File: config.mk
export PLATFORM = sky130hd
export DESIGN_NAME = sawlc_ram
export DESIGN_NICKNAME = d
export VERILOG_FILES = /design/src/sv/sawlc_ram.sv
export SDC_FILE = /design/constraint.sdc
export NUM_CORES = 2
export LEC_CHECK = 0
export ABC_CLOCK_PERIOD_IN_PS = 3750
export BUFFER_PORTS_ARGS = -buffer_cell sky130_fd_sc_hd__buf_4
export CAP_MARGIN = 40
export CORE_ASPECT_RATIO = 0.7
export CORE_MARGIN = 1
export CORE_UTILIZATION = 44
export CTS_CLUSTER_SIZE = 25
export DETAILED_ROUTE_END_ITERATION = 10
export GPL_TIMING_DRIVEN = 0
export PLACE_DENSITY = 0.7
export SLEW_MARGIN = 20
export SYNTH_ARGS = -nofsm -noshare
export SYNTH_HDL_FRONTEND = slang
export SYNTH_SLANG_ARGS = --single-unit
File: constraint.sdc
create_clock -name i_clk -period 3.75 [get_ports i_clk]
set_input_delay 0.5625 -clock i_clk [delete_from_list [all_inputs] [get_ports i_clk]]
set_output_delay 0.5625 -clock i_clk [all_outputs]
set_load 0.05 [all_outputs]
File: src/sv/sawlc_ram.sv
// Generic simple dual-port RAM with registered read.
`default_nettype none
module sawlc_ram #(
    parameter int WIDTH = 8,
    parameter int DEPTH = 256
) (
    input  wire logic                     i_clk,
    input  wire logic                     i_we,
    input  wire logic [$clog2(DEPTH)-1:0] i_waddr,
    input  wire logic [WIDTH-1:0]         i_wdata,
    input  wire logic                     i_re,
    input  wire logic [$clog2(DEPTH)-1:0] i_raddr,
    output logic      [WIDTH-1:0]         o_rdata
);
    logic [WIDTH-1:0] r_mem [DEPTH];

    always_ff @(posedge i_clk) begin
        if (i_we) begin
            r_mem[i_waddr] <= i_wdata;
        end
        if (i_re) begin
            o_rdata <= r_mem[i_raddr];
        end
    end
endmodule
`default_nettype wire

---- After elaboration in Yosys (flattened, before gate mapping) ----
Memory sizes are Yosys's and may differ from the RTL's. A register that Yosys moved wholly into a read port is not among the register bits.
Index checks and enable logic that the tools add are counted.
word-level totals
  flip-flop bits (word level) ............. 0
  RAM bits ................................ 2,048
  input bits .............................. 27
  word-level logic and storage cells ...... 3
  memories kept ........................... 1
memory list
  memory  depth  width  rd ports  clocked after memory_dff  wr ports  line  source
  r_mem   256    8      1         1                         1         15    logic [WIDTH-1:0] r_mem [DEPTH];
operators by class
  mux-type cells .......................... 2
operator list
  kind    count
  $mux 1  2

---- Longest topological paths before layout ----
  depth in word-level cells ............... 2
  depth in mapped cells ................... 11
  depth with buffers taken out ............ 6

---- Worst setup path after synthesis ----
No wires, ideal clock.
  path type ............................... input port to flip-flop
  start point ............................. input i_raddr[0]
  end point ............................... register o_rdata[2], read port of r_mem, data pin
  data arrival time ....................... 2,370 ps
  setup slack ............................. 1,111 ps
  cell stages on the path ................. 9
  path buffers ............................ 4
  cell sequence ........................... buf_6 buf_12 buf_8 buf_2 mux4_2 a22oi_1 a21oi_1 nor4_1 nor4_2
RTL lines
  item             line  source
  start, declared  12    input wire logic [$clog2(DEPTH)-1:0] i_raddr,
  end, declared    13    output logic [WIDTH-1:0] o_rdata

==> summary.json <==
{
  "worstPathRequired_ps": 4310,
  "report.final.hold_viol_count": 0,
  "data_arrival_time_at_the_worst_slack_endpoint_ps": 4580,
  "syn2layout_area_growth_pct": 14.2,
  "num-fill-cells": 14000,
  "ioPinCount": 35,
  "final_layout_size_suffix_gt1_share_pct": 25.3,
  "postSynthRegisterBits": 2056,
  "yosys.area.top_type_share_pct": 77.5,
  "min_path_type": "in2reg",
  "yosys.area_share.simple_pct": 2.63,
  "clock.fmax_mhz": 248,
  "finish.net_count": 4153,
  "finClkSkew_ps": 34.2,
  "clockBufferDepth": 3,
  "syn-cell-area_sq_mm": 0.0796,
  "clock_latency_ps": 820,
  "core_area_sq_mm": 0.180,
  "yosys.area_share.adder_pct": 0,
  "power-per-cell-area_mw_per_mm2": 517,
  "cts.repair_timing.setup_buffer_count": 0,
  "vias_per_cell": 6.56,
  "grt_pass1_vias": 41100,
  "setup_repair_after_global_routing_missed_its_margin": "no",
  "end_kind": "flip-flop",
  "setup_ws_ps": -275,
  "grt_first_pass_wirelength_microns": 329000,
  "vias": 43700,
  "drc_violations": 0,
  "floorplan.rows": 130,
  "post_drt_wl_per_cell_microns": 36.2,
  "dr.first_iter.drc_count": 8606,
  "final_cell_mix": "2056 x edfxtp_1, 454 x mux4_2, 275 x nor2_1",
  "crit_fanout": 10,
  "ys_async_sr_fraction_pct": 0,
  "cts.htree.levels": 4,
  "combinationalPowerShare_pct": 6.1,
  "net_count_after_synthesis": 3760,
  "root_buffer": "clkbuf_16",
  "area_enclosed_by_the_die_boundary_sq_mm": 0.183,
  "power_frac_seq_pct": 54.0,
  "antenna_violations_before_repair": 16,
  "finalMaxSlewViolations": 0,
  "setup.worst_path.class": "in2reg",
  "tritoncts": "yes",
  "synth_compound_area_share_pct": 3.42,
  "crit_path_start_kind": "input port",
  "detailedPlacementHpwl_microns": 165000,
  "max-cap-violations": 0,
  "clk_transition_reported_paths_ps": 70,
  "synth_area_per_cell_sq_um": 21.3,
  "shortest_clock_period_the_worst_path_allows_after_layout_ps": 4030,
  "postSynth.topFlopCell": "edfxtp_1",
  "synth_top_cell_by_area": "edfxtp_1",
  "number_of_cells_produced_by_synthesis": 3733,
  "antenna_violating_nets_post_route": 0,
  "total_power_uw": 47000,
  "numCtsBuffers": 177,
  "portBuffers": 27,
  "wirelength_microns": 241000,
  "grt_overflow": 0,
  "edff_count_synth": 2056,
  "grt.total_usage_pct": 26.3,
  "pint_uw": 36500,
  "p_sw_share_pct": 22.2,
  "first_pass_iters": 6,
  "failed_checks": "setup timing",
  "timing.final.crit_share_pct": 107,
  "yosysWarningCount": 0,
  "fin_hold_ws_ps": 97.4,
  "post_synth_num_cell_types": 54,
  "main_combinational_cell_family_by_area_after_synthesis": "multiplexers",
  "dpl-instance-area_sq_mm": 0.0846,
  "floorplan.die.height_microns": 358,
  "report.final.setup_viol": 4,
  "biggest_area_contributors_in_the_synthesized_netlist": "edfxtp_1 78%, mux4_2 13%, mux2i_1 1.7%",
  "clock_sinks": 2056,
  "largest_net_degree_at_the_start_of_global_routing": 137,
  "seq_area_frac_synth_pct": 77.5,
  "p_leak_uw": 0.0283,
  "final_common_cell": "edfxtp_1",
  "start_util_pct": 44.3,
  "die_width_microns": 510,
  "synthMuxAreaShare_pct": 14.6,
  "outcome": "finished, violations left",
  "finalWeightedCongestion": 0.977,
  "tightestPinTransition_ps": 1130,
  "postLayoutCellArea_sq_mm": 0.0909,
  "maxSlewHeadroom_pct": 24.0,
  "power_switching_uw": 10400,
  "post_synth_xor_area_fraction_pct": 0,
  "vdd_drop_max_v": 0.000515,
  "clockPowerShare_pct": 39.9
}
-- worst max-delay path: stages --
cell	delay (ps)
buf_2	210
buf_4	400
buf_2	490
clkbuf_2	590
mux4_2	390
a22oi_1	200
a21oi_1	220
nor4_1	990
nor4_1	140
clkdlybuf4s15_2	310
-- cell type report --
type	instances	area, sq um	share of cell area [%]
clock buffers	215	4610	5.07
multi-input cells	1442	16500	18.2
flip-flops and latches	2056	61700	67.9
plain buffers	233	1500	1.65
diodes	10	25.0	0.0275
clock inverters	114	1170	1.29
well taps	2376	2970	3.27
inverters	2	7.51	0.00826
repair buffers	214	2370	2.61
-- kinds of logic (layout without fill, tap and decap cells) --
| group | count (synthesis) | in the layout |
|---|---|---|
| multiplexers | 591 | 591 |
| buffers and inverters | 235 | 778 |
| AND/OR/NAND/NOR | 466 | 466 |
| AO/OA/AOI/OAI | 385 | 385 |
| other | 0 | 10 |
| flip-flops | 2056 | 2056 |
-- routing by layer --
layer  share of wire (%)  vias up  track usage, %
met5               0.024        -               0
met4                 3.7        8            9.09
met3                  17      501            11.3
met2                  41     3750            35.6
met1                  38    22900            37.9
li1                    -    16500               -
-- stage by stage --
stage	setup slack [ps]	setup TNS, ps	util (%)	std cells
2_1_floorplan	1110	0	-	3733
3_3_place_gp	-2260	-121180	46.1	6136
3_5_place_dp	-1030	-6970	47.1	6257
4_1_cts	3.72	0	50.3	6588
5_1_grt	5.19	0	50.6	6654
6_report	-275	-549	50.6	6662
-- power groups by stage --
stage / combinational [uW] / sequential, uW / clock [uW]
floorplan: 1230 / 25900 / 0
global placement: 2560 / 25900 / 0
detailed placement: 2750 / 25900 / 0
CTS: 2760 / 25400 / 18700
global route: 2900 / 25300 / 19600
finish: 2860 / 25400 / 18800
-- sequential cells by signal, summed over array words and instances (netlist names) --
register	cells
o_rdata	8
r_mem	2048
-- synth_stat cells, drive strengths merged, types with 2 or more instances --
cell and number:
a2111oi 5, a211oi 16, a21oi 96, a221oi 14, a22o 8, a22oi 133
a311oi 2, a31oi 2, and2 6, and3b 2, buf 122, clkbuf 111
edfxtp 2056, mux2i 134, mux4 456, nand2 33, nand2b 8, nand3 34
nand3b 2, nand4 10, nor2 282, nor2b 31, nor3 22, nor4 27
o211ai 10, o21ai 12, o221ai 47, o22a 5, o22ai 28, o32ai 5
or2 4
-- what timing repair did --
item | CTS | global route
pin swaps | 0 | 0
setup endpoints to repair | 5 | 5
hold endpoints to repair | 21 | 0
hold buffers | 2 | 0
resized for setup | 7 | 6
-- final timing paths --
kind | startpoint | end | slack [ps] | cells past startpoint
worst max register to register | r_mem[210][4] | o_rdata[4] | 680 | 6
worst max-delay path | i_raddr[1] | o_rdata[4] | -280 | 10
worst min-delay path | i_wdata[0] | r_mem[75][0] | 100 | 1
worst min register to register | r_mem[39][6] | o_rdata[6] | 1180 | 5
Power figures use the tool's default switching activity.
