## config.mk

```make
export PLATFORM = sky130hd
export DESIGN_NAME = sawlc_cfg
export DESIGN_NICKNAME = d
export VERILOG_FILES = /design/src/sv/sawlc_pkg.sv /design/src/sv/sawlc_cfg.sv
export SDC_FILE = /design/constraint.sdc
export NUM_CORES = 1
export LEC_CHECK = 0
export BUFFER_PORTS_ARGS = -buffer_cell sky130_fd_sc_hd__buf_2
export CORE_MARGIN = 3
export CORE_UTILIZATION = 33
export CTS_CLUSTER_DIAMETER = 100
export DETAILED_ROUTE_END_ITERATION = 8
export GPL_TIMING_DRIVEN = 0
export MAX_ROUTING_LAYER = met4
export PLACE_DENSITY = 0.73
export SYNTH_ARGS = -nofsm -noshare
export SYNTH_HDL_FRONTEND = slang
export SYNTH_SLANG_ARGS = --single-unit
```

## constraint.sdc

```tcl
create_clock -name i_clk -period 0.82 [get_ports i_clk]
set_input_delay 0.082 -clock i_clk [delete_from_list [all_inputs] [get_ports i_clk]]
set_output_delay 0.082 -clock i_clk [all_outputs]
set_load 0.02 [all_outputs]
```

## src/sv/sawlc_pkg.sv

```systemverilog
// Package: shared constants, codes and types of the LRU cache tag engine.
`default_nettype none
package sawlc_pkg;
    localparam int LINES     = 256;
    localparam int IDX_W     = 8;
    localparam int ADDR_W    = 16;
    localparam int TAG_W     = 16;
    localparam int AGE_W     = 8;
    localparam int CNT_W     = 9;
    localparam int LOG_W     = 4;
    localparam int ENTRY_W   = 1 + TAG_W + AGE_W;
    localparam int PADDR_W   = 4;
    localparam int PDATA_W   = 32;

    localparam logic [2:0] ACT_RD    = 3'd0;
    localparam logic [2:0] ACT_WR    = 3'd1;
    localparam logic [2:0] ACT_FILL  = 3'd2;
    localparam logic [2:0] ACT_WB    = 3'd3;
    localparam logic [2:0] ACT_DROP  = 3'd4;

    localparam logic [1:0] REG_BLOCK = 2'd0;
    localparam logic [1:0] REG_SETS  = 2'd1;
    localparam logic [1:0] REG_WAYS  = 2'd2;

    typedef struct packed {
        logic [LOG_W-1:0] block_log2;
        logic [LOG_W-1:0] set_log2;
        logic [CNT_W-1:0] ways;
    } t_cfg;

    typedef struct packed {
        logic             dirty;
        logic [TAG_W-1:0] tag;
        logic [AGE_W-1:0] age;
    } t_entry;
endpackage
`default_nettype wire

```

## src/sv/sawlc_cfg.sv

```systemverilog
// APB configuration registers: block size, set count and associativity.
`default_nettype none
module sawlc_cfg (
    input  wire logic                          i_clk,
    input  wire logic                          i_rst_n,
    input  wire logic                          psel,
    input  wire logic                          penable,
    input  wire logic                          pwrite,
    input  wire logic [sawlc_pkg::PADDR_W-1:0] paddr,
    input  wire logic [sawlc_pkg::PDATA_W-1:0] pwdata,
    output logic      [sawlc_pkg::PDATA_W-1:0] prdata,
    output logic                               pready,
    output sawlc_pkg::t_cfg                    o_cfg
);
    sawlc_pkg::t_cfg r_cfg;
    logic [1:0]      w_idx;

    assign w_idx  = paddr[3:2];
    assign pready = 1'b1;
    assign o_cfg  = r_cfg;

    always_ff @(posedge i_clk) begin
        if (!i_rst_n) begin
            r_cfg.block_log2 <= '0;
            r_cfg.set_log2   <= '0;
            r_cfg.ways       <= sawlc_pkg::CNT_W'(1);
        end else if (psel && penable && pwrite) begin
            if (w_idx == sawlc_pkg::REG_BLOCK) begin
                r_cfg.block_log2 <= pwdata[sawlc_pkg::LOG_W-1:0];
            end else if (w_idx == sawlc_pkg::REG_SETS) begin
                r_cfg.set_log2 <= pwdata[sawlc_pkg::LOG_W-1:0];
            end else if (w_idx == sawlc_pkg::REG_WAYS) begin
                r_cfg.ways <= pwdata[sawlc_pkg::CNT_W-1:0];
            end
        end
    end

    always_comb begin
        prdata = '0;
        if (w_idx == sawlc_pkg::REG_BLOCK) begin
            prdata[sawlc_pkg::LOG_W-1:0] = r_cfg.block_log2;
        end else if (w_idx == sawlc_pkg::REG_SETS) begin
            prdata[sawlc_pkg::LOG_W-1:0] = r_cfg.set_log2;
        end else if (w_idx == sawlc_pkg::REG_WAYS) begin
            prdata[sawlc_pkg::CNT_W-1:0] = r_cfg.ways;
        end
    end
endmodule
`default_nettype wire

```

### Word-level counts from Yosys, hierarchy flattened

Cells that the tools add are included.

* eq/ne operators: 2
* muxes and demuxes: 5
* bitwise operators: 2
* reductions and logical operators: 6

Operators with widths (count)
* 2-to-1 mux 5 bit: 2
* 2-to-1 mux 9 bit: 1
* 2-to-1 mux 4 bit: 2
* AND reduction 4 bit: 1
* AND reduction 3 bit: 1
* == test 2 x 1 -> 1 bit (second input constant): 1
* == test 2 bit (second input constant): 1
* logical AND 1 bit: 2
* logical NOT 2 bit: 1
* inverter 1 bit: 2
* AND reduction 2 bit: 1

* flip-flop bits (word level): 17
* input bits: 41
* word-level logic and storage cells: 18

### Longest topological paths before layout

* depth in word-level cells: 4
* gate-level depth with buffers: 5
* mapped depth without buffers: 3

### Least setup slack after synthesis

Ideal clock, no wire load.

* path kind: register to output
* start point: register r_cfg (netlist bit o_cfg[0])
* end point: output prdata[0] (netlist name)
* data arrival time: 1.026 ns
* data required time: 0.738 ns
* slack: -0.288 ns
* stages on the path, launching flop included: 3
* cell sequence: dfxtp_1 -> mux2i_1 -> o21ai_0

* longest elaborated chain between the ends: 3

RTL lines
* start: declaration: line sawlc_cfg.sv:15 `sawlc_pkg::t_cfg r_cfg;`
* 2-to-1 mux 9 bit: line sawlc_cfg.sv:44 `end else if (w_idx == sawlc_pkg::REG_WAYS) begin`
* 2-to-1 mux 4 bit: line sawlc_cfg.sv:42 `end else if (w_idx == sawlc_pkg::REG_SETS) begin`
* 2-to-1 mux 4 bit: line sawlc_cfg.sv:40 `if (w_idx == sawlc_pkg::REG_BLOCK) begin`
* end: declaration: line sawlc_cfg.sv:11 `output logic [sawlc_pkg::PDATA_W-1:0] prdata,`

No other way between the ends.

### Worst setup path after layout

* start point: register r_cfg (netlist bit o_cfg[1])
* end point: output prdata[1] (netlist name)

Same word-level chain as after synthesis.

==> metrics.txt <==
final hold viol count=0; Max Cap Viol=0; H-tree level count=1; Synth area leader=dfxtp_1; max FFs per register=17; fraction of layout cells with a size suffix above 1=around three fifths; Post-synth EDFFs=0; WL final=a little under 3 mm; DR pass1 iterations=4; post-synthesis sequential area ratio=about a third; Async S/R FF share, synth=0%; initial antenna violation count=0; final net count=243; I/O Pins=91; clk_lat worst skew=about 0.29 ns; FF-to-FF setup slack=roughly 0.010 ns; post-DP HPWL=between 1.5 and 2 mm; hold buffers post-CTS=0; pre-CTS worst setup slack=-0.239 ns; Commonest cells post-synth=nand2_1 (30), buf_4 (24), mux2i_1 (20); Core Box Area=2830 um^2; Die Wd=61.4 um; crit path kind=reg2out; clock power share=between 20% and 30%; first-pass GRT wire length=approximately 3.7 mm; startpoint types=flop; area share of the largest cell type after synthesis=33.6%; syn_area_per_cell=between 8 and 9 um^2; HP Class=in2reg; Tot Pwr=between 1.5 and 2 mW; wire length per cell=approximately 12 um; CTS sink count=17; CP Buf/Inv Count=1; YS warnings=0; critical-path cell list=mux2i_1 > o21ai_2 > buf_6; outcome=finished with violations; Worst Setup End Kind=output pin; I/O Buffers=39; CTS tree=done; CTS root buf=clkbuf_4; CP max stage delay=~0.34 ns; Die Ht=61.4 um; Worst EP required=0.74 ns; combinational share of power=between 20% and 30%; initial core utilization=35.8%; total die area=about 3800 um^2; Final WS setup=-0.277 ns; grt ovf=0; fin crit period=1.10 ns; fin. max-slew vios=0; largest net degree at the start of global routing=11; drt drc=0; sw frac=between 20 and 30%; Setup Skew=0 ns; top-count cell post-synth=nand2_1; pwr dens=a little under 1000 nW/um^2; LEAKAGE=approximately 0.92 nW; Total GRT Usage=13.8%; post-route ant nets=0; failing checks=negative setup slack; clock-pin transition on the worst setup and hold timing paths=approximately 0.1 ns; fillers=approximately 210; Yosys reg bits=17; ANT cells=0; Slew @ Worst Pin=about 0.53 ns; Crit-path slowest cell=dfxtp_2; top post-synthesis cells by area=dfxtp_1 (34%), mux2i_1 (20%), buf_4 (18%); Yosys cell types=18; Longest Clk Path Bufs=2; Net Sw Power=0.513 mW; Power Internal=~1.2 mW; RSZ-0062 raised after global routing=true; Rows=19; Area growth, synth to finish=75.3%; critical path's top delay family=flip-flops; crit-path max FO=2; vias per cell=around 4.3; Post-synth top flop=dfxtp_1; vias in the first global route=about 860; Cells after Synth=roughly 120; endpoints failing setup=26; relative slew slack=between 60 and 70%; Vias=slightly below 1000; Cell Area, Synth=about 1000 um^2; CTS Buf Count=3; top achievable clock speed=roughly 910 MHz; DR iter-0 viols=35; fin crit share=134%; Worst Path Arrival=around 1 ns; Placer Congestion=approximately 0.7; worst vdd ir=slightly above 0.4 mV; Seq pwr share=about half
[final timing paths]
path                to  cells past startpoint      start
max          prdata[1]                      3   o_cfg[1]
min           o_cfg[5]                      3  pwdata[5]
max reg2reg  o_cfg[13]                      4  o_cfg[13]
min reg2reg  o_cfg[12]                      2  o_cfg[12]
[layout by cell type, fill, tap and decap left out]
cell type / netlist / routed
nand2_2: 0 / 4
buf_6: 2 / 38
buf_1: 0 / 1
and2_4: 2 / 7
and3_1: 1 / 1
mux2i_1: 20 / 19
dfxtp_2: 0 / 17
o211ai_1: 1 / 1
nor2b_4: 2 / 2
buf_12: 0 / 1
mux2i_2: 0 / 1
buf_2: 1 / 13
o21ai_2: 0 / 4
buf_8: 1 / 1
clkbuf_1: 2 / 2
buf_4: 24 / 32
nand3_1: 1 / 1
inv_1: 1 / 1
nand2_1: 30 / 26
clkbuf_4: 0 / 4
nor2_1: 1 / 1
conb_1: 2 / 24
[cells by family (layout without fill, tap and decap cells)]
| group | count (synthesis) | after routing | synth area share [%] |
|---|---|---|---|
| AO/OA/AOI/OAI | 5 | 5 | 2.72 |
| buffers and inverters | 31 | 93 | 23.1 |
| flip-flops | 17 | 17 | 33.6 |
| multiplexers | 20 | 20 | 19.8 |
| other | 2 | 24 | 0.741 |
| AND/OR/NAND/NOR | 42 | 42 | 20.1 |
[layer usage]
layer	track usage [%]	part of all wire [%]	vias up	wire length (um)
met5	-	0	-	0
met3	2.31	9.3	4	269
met2	23.4	47	51	1370
met1	16.3	42	440	1220
li1	-	-	499	-
met4	4.85	1.3	0	39
[power groups by stage]
| stage | registers (mW) | logic (mW) | clock network [mW] |
|---|---|---|---|
| global placement | 0.863 | 0.378 | 0 |
| global route | 0.848 | 0.477 | 0.486 |
| CTS | 0.846 | 0.414 | 0.459 |
| floorplan | 0.876 | 0.290 | 0 |
| finish | 0.847 | 0.445 | 0.451 |
| detailed placement | 0.864 | 0.379 | 0 |
[stage by stage]
stage	setup TNS, ns	area, um^2	hold WS, ns	util, %	cells
2_1_floorplan	-0.423	1120	0.224	-	139
3_3_place_gp	-3.49	1360	0.334	47.9	209
3_5_place_dp	-3.69	1360	0.336	47.9	209
4_1_cts	-3.03	1660	0.0157	58.6	222
5_1_grt	-4.25	1780	0.0383	62.8	232
6_report	-3.45	1780	0.0235	62.8	232
[final cells by class]
cell class	instances	area, um^2	area share [%]
multi-input combinational	91	563	31.7
timing repair buffer	58	544	30.6
sequential	17	362	20.4
buffer	30	239	13.5
tap	31	38.8	2.18
clock buffer	4	26.3	1.48
inverter	1	3.75	0.211
[timing repair]
item,in CTS,in global routing
pin swaps,0,2
endpoints found under the setup margin,26,31
setup buffers,9,11
gates resized for setup,76,15
[tightest hold or removal path: stages]
cell     delay [ns]
buf_2          0.10
nand2_1        0.04
mux2i_1        0.05
Power figures use the tool's default switching activity.
